[src/mt_pkg.sv]
// Shared types, constants and word functions for the MT19937 generator.
// Used by every module in src; depends on nothing else.
package mt_pkg;

  typedef logic [31:0] word_t;

  // Generator geometry (fixed by the algorithm)
  localparam int STATE_WORDS   = 624;
  localparam int TWIST_OFFSET  = 397;
  localparam int IDX_W         = $clog2(STATE_WORDS);
  localparam logic [IDX_W-1:0] LAST_IDX = IDX_W'(STATE_WORDS - 1);

  localparam int KEY_DEPTH_DEF = 64;

  // Recurrence constants
  localparam word_t MAT_A     = 32'h9908b0df;
  localparam word_t HI_MASK   = 32'h80000000;
  localparam word_t LO_MASK   = 32'h7fffffff;
  localparam word_t SEED_MUL  = 32'd1812433253;
  localparam word_t PASS1_MUL = 32'd1664525;
  localparam word_t PASS2_MUL = 32'd1566083941;

  localparam word_t DEFAULT_SEED_RST = 32'd5489;

  // Input command codes
  localparam logic [1:0] CMD_SEED = 2'd0;
  localparam logic [1:0] CMD_KEY  = 2'd1;
  localparam logic [1:0] CMD_DRAW = 2'd2;

  // Configuration register indexes
  localparam logic [0:0] REG_DEFAULT_SEED = 1'd0;
  localparam logic [0:0] REG_TEMPER       = 1'd1;

  // Fixed taps of the state chain
  typedef struct packed {
    word_t first;   // oldest word
    word_t second;  // next to oldest
    word_t mid;     // word at the twist offset
    word_t last;    // most recently written word
  } mt_taps_t;

  function automatic word_t mix30(input word_t p);
    return p ^ (p >> 30);
  endfunction

  function automatic word_t twist_word(input word_t w0, input word_t w1, input word_t wm);
    word_t y;
    y = (w0 & HI_MASK) | (w1 & LO_MASK);
    return wm ^ (y >> 1) ^ (w1[0] ? MAT_A : 32'd0);
  endfunction

  function automatic word_t temper(input word_t x);
    word_t y;
    y = x ^ (x >> 11);
    y = y ^ ((y << 7) & 32'h9d2c5680);
    y = y ^ ((y << 15) & 32'hefc60000);
    y = y ^ (y >> 18);
    return y;
  endfunction

endpackage

[src/mt_keystore.sv]
// Key word store for array seeding: one write port, one registered read port.
// Depends on mt_pkg.
module mt_keystore #(
  parameter int DEPTH = mt_pkg::KEY_DEPTH_DEF,
  parameter int AW    = (DEPTH > 1) ? $clog2(DEPTH) : 1
) (
  input  logic          clk,
  input  logic          we,
  input  logic [AW-1:0] waddr,
  input  mt_pkg::word_t wdata,
  input  logic [AW-1:0] raddr,
  output mt_pkg::word_t rdata
);

  mt_pkg::word_t mem [DEPTH];
  mt_pkg::word_t rdata_r;

  always_ff @(posedge clk) begin
    if (we) begin
      mem[waddr] <= wdata;
    end
  end

  always_ff @(posedge clk) begin
    rdata_r <= mem[raddr];
  end

  assign rdata = rdata_r;

endmodule

[config.mk]
export PLATFORM = sky130hd
export DESIGN_NAME = mt_keystore
export DESIGN_NICKNAME = d
export VERILOG_FILES = /design/src/mt_pkg.sv /design/src/mt_keystore.sv
export SDC_FILE = /design/constraint.sdc
export NUM_CORES = 2
export LEC_CHECK = 0
export BUFFER_PORTS_ARGS = -buffer_cell sky130_fd_sc_hd__buf_2
export CAP_MARGIN = 30
export CORE_ASPECT_RATIO = 2
export CORE_MARGIN = 8
export CORE_UTILIZATION = 30
export CTS_CLUSTER_SIZE = 12
export DETAILED_ROUTE_END_ITERATION = 12
export HOLD_SLACK_MARGIN = 0.05
export SYNTH_ARGS = -nofsm -noshare
export SYNTH_HDL_FRONTEND = slang
export SYNTH_SLANG_ARGS = --single-unit
[constraint.sdc]
create_clock -name clk -period 10.5 [get_ports clk]
set_input_delay 1.05 -clock clk [delete_from_list [all_inputs] [get_ports clk]]
set_output_delay 1.05 -clock clk [all_outputs]
set_load 0.1 [all_outputs]
==> impl_metrics.toml <==
[worst_setup_path]
worstPathRequired_ns = 11.24
startpoint_type = "input port"
worst-path-max-fanout = 56
critPathKind = "input port to flip-flop"
arrival_ns = 5.00
end_kind = "flip-flop"

[global_routing]
grt_pass1_wl_mm = 311
antenna_found_initial = 19
groute.usage.overall_pct = 15.8
grt_pass1_vias = 38714
grt-ovfl-total = 0
grt_max_degree = 117

[run_status]
status = "finished, final reports clean"

[floorplanning]
dieHeight_um = 739
rows = 265
design.die.area_um2 = 279000
core_area_um2 = 260000
ios = 78
start_util_pct = 30.2
dieWidth_um = 378

[place]
place.gp.congestion = 0.788
dpl.hpwl_mm = 131
portBuffers = 77
pre_cts_ws_ns = 5.28

[synthesis]
syn_nets = 3370
netlist_instances = 3324
syn_avg_cell_area_um2 = 23.6
synth-seq-cells = 2080
yosys_warnings = 0
synth_area_um2 = 78500
seq_area_frac_synth_pct = 79.1
synth_cell_types = 34

[sta]
rsz0062_at_grt = "no"
max_freq_mhz = 235
worst_slack_ns = 6.24
skew_ns = 0.0413
setup_viol = 0
period_share_pct = 40.6
relSlewSlack_pct = 30.2
fin_crit_ns = 4.26
fin_tns_setup_ns = 0
holdWs_ns = 0.675
report.final.hold_viol_count = 0
worst_pin_slew_ns = 1.04
drv_slew = 0

[clocking]
cts_sinks = 2080
cts-resized-gates = 0
clock_path_buffers = 4
tritoncts = "done"
clk_latency_ns = 0.83
postCtsSetupRepairBufs = 0
clkTransAtPathRegs_ns = 0.06
clock_tree.htree_level_count = 4
root_buffer = "clkbuf_16"
cts_hold_buffers = 0
numCtsBuffers = 200

[cells_and_area]
final_cell_mix = "2048 x edfxtp_1, 544 x mux4_2, 205 x clkbuf_16"
nFillCells = 23924
synthToLayoutAreaGrowth_pct = 14.5
drive_gt1_share_pct = 28.4
fin_util_pct = 34.5
final_common_cell = "edfxtp_1"
fin_nets = 3608

[drt]
wire_per_inst_um = 31.4
wl_mm = 225
drc = 0
first_pass_iters = 5
vias_per_cell = 5.11
ant_nets = 0
num_vias = 36643
drtIter0Drc = 3799

[job]
cap_viol_max_count = 0

[power_and_ir_drop]
peakVddDrop_uv = 134
p_total_w = 0.0169
p_leak_nw = 27.2
power_density_nw_per_um2 = 188

[worst_hold_path]
hp-class = "input port to flip-flop"
==> report_power, final <==
group          total, W  switching, W  internal [W]
clock           0.00663       0.00299       0.00363
combinational   0.00102      0.000709      0.000313
sequential      0.00925     0.0000577       0.00919
total            0.0169       0.00376        0.0131
==> routing by layer <==
metal	wire [um]	global-route usage (%)	vias up
met4	13100	8.10	6
met2	127000	30.6	1334
met3	11300	1.97	397
met1	73900	16.4	20235
li1	-	-	14671
met5	35	0	-
==> final cells by class <==
class | instances | area (um2) | share of cell area, %
Sequential cell | 2080 | 62100 | 69.1
Multi-Input combinational cell | 1062 | 16000 | 17.8
Clock buffer | 327 | 5590 | 6.22
Tap cell | 3471 | 4340 | 4.83
Timing Repair Buffer | 218 | 1680 | 1.87
Clock inverter | 6 | 101 | 0.113
Antenna cell | 10 | 25.0 | 0.0278
==> state kept, by name, indices dropped and copies added (netlist names) <==
signal,count
mem,2048
rdata,32
==> cell usage after synthesis <==
master	instances	area, um2
nand3_1	5	25.0
nand3b_1	5	37.5
nor2_1	137	514
o32ai_1	4	35.0
buf_4	25	188
a21oi_1	62	310
or2_0	1	6.26
buf_6	5	56.3
nor3_1	7	35.0
nand2_1	26	97.6
nand4_1	2	12.5
a311oi_1	8	70.1
mux2i_1	93	931
or2_1	1	6.26
or3b_1	2	17.5
and2_1	2	12.5
a31oi_1	1	6.26
or3_1	3	18.8
nand2b_1	8	50.1
o221ai_1	27	236
buf_2	57	285
a22oi_1	12	90.1
buf_1	21	78.8
or3b_2	3	26.3
or2_2	1	6.26
clkbuf_1	74	278
edfxtp_1	2048	61500
dfxtp_1	32	641
nor2b_1	15	93.8
o22ai_1	84	526
nand4b_1	1	8.76
a41o_1	4	40.0
and3_1	4	25.0
mux4_2	544	12300
==> stage by stage <==
step / instance area [um2] / cells
4_1_cts: 89800 / 7161
3_3_place_gp: 83900 / 6817
5_1_grt: 89800 / 7165
3_5_place_dp: 84100 / 6828
2_1_floorplan: 78500 / 3324
6_report: 89900 / 7174
==> worst max-delay path: stages <==
cell and delay [ns]:
buf_8 0.39, buf_4 0.77, buf_4 0.83, mux4_2 0.36, mux2i_1 0.12, a21oi_1 0.85, a21oi_1 0.34, nor2_1 0.19
==> cell families (layout without fill, tap and decap cells) <==
group | after synthesis | after routing | synth area share, %
compound gates | 202 | 202 | 1.67
simple gates | 223 | 223 | 1.27
buf+inv | 182 | 551 | 1.13
flops | 2080 | 2080 | 79.1
mux | 637 | 637 | 16.8
other cells | 0 | 10 | 0
==> worst paths after layout <==
path | from | to | slack, ns | depth (start not counted)
worst min-delay path | wdata[17] | mem[35][17]$_DFFE_PP_ | 0.68 | 1
worst min register to register | mem[28][17]$_DFFE_PP_ | rdata[17]$_DFF_P_ | 0.75 | 4
worst max register to register | mem[43][28]$_DFFE_PP_ | rdata[28]$_DFF_P_ | 8.10 | 4
worst max-delay path | raddr[1] | rdata[15]$_DFF_P_ | 6.24 | 8
(Power assumes the default switching activity.)
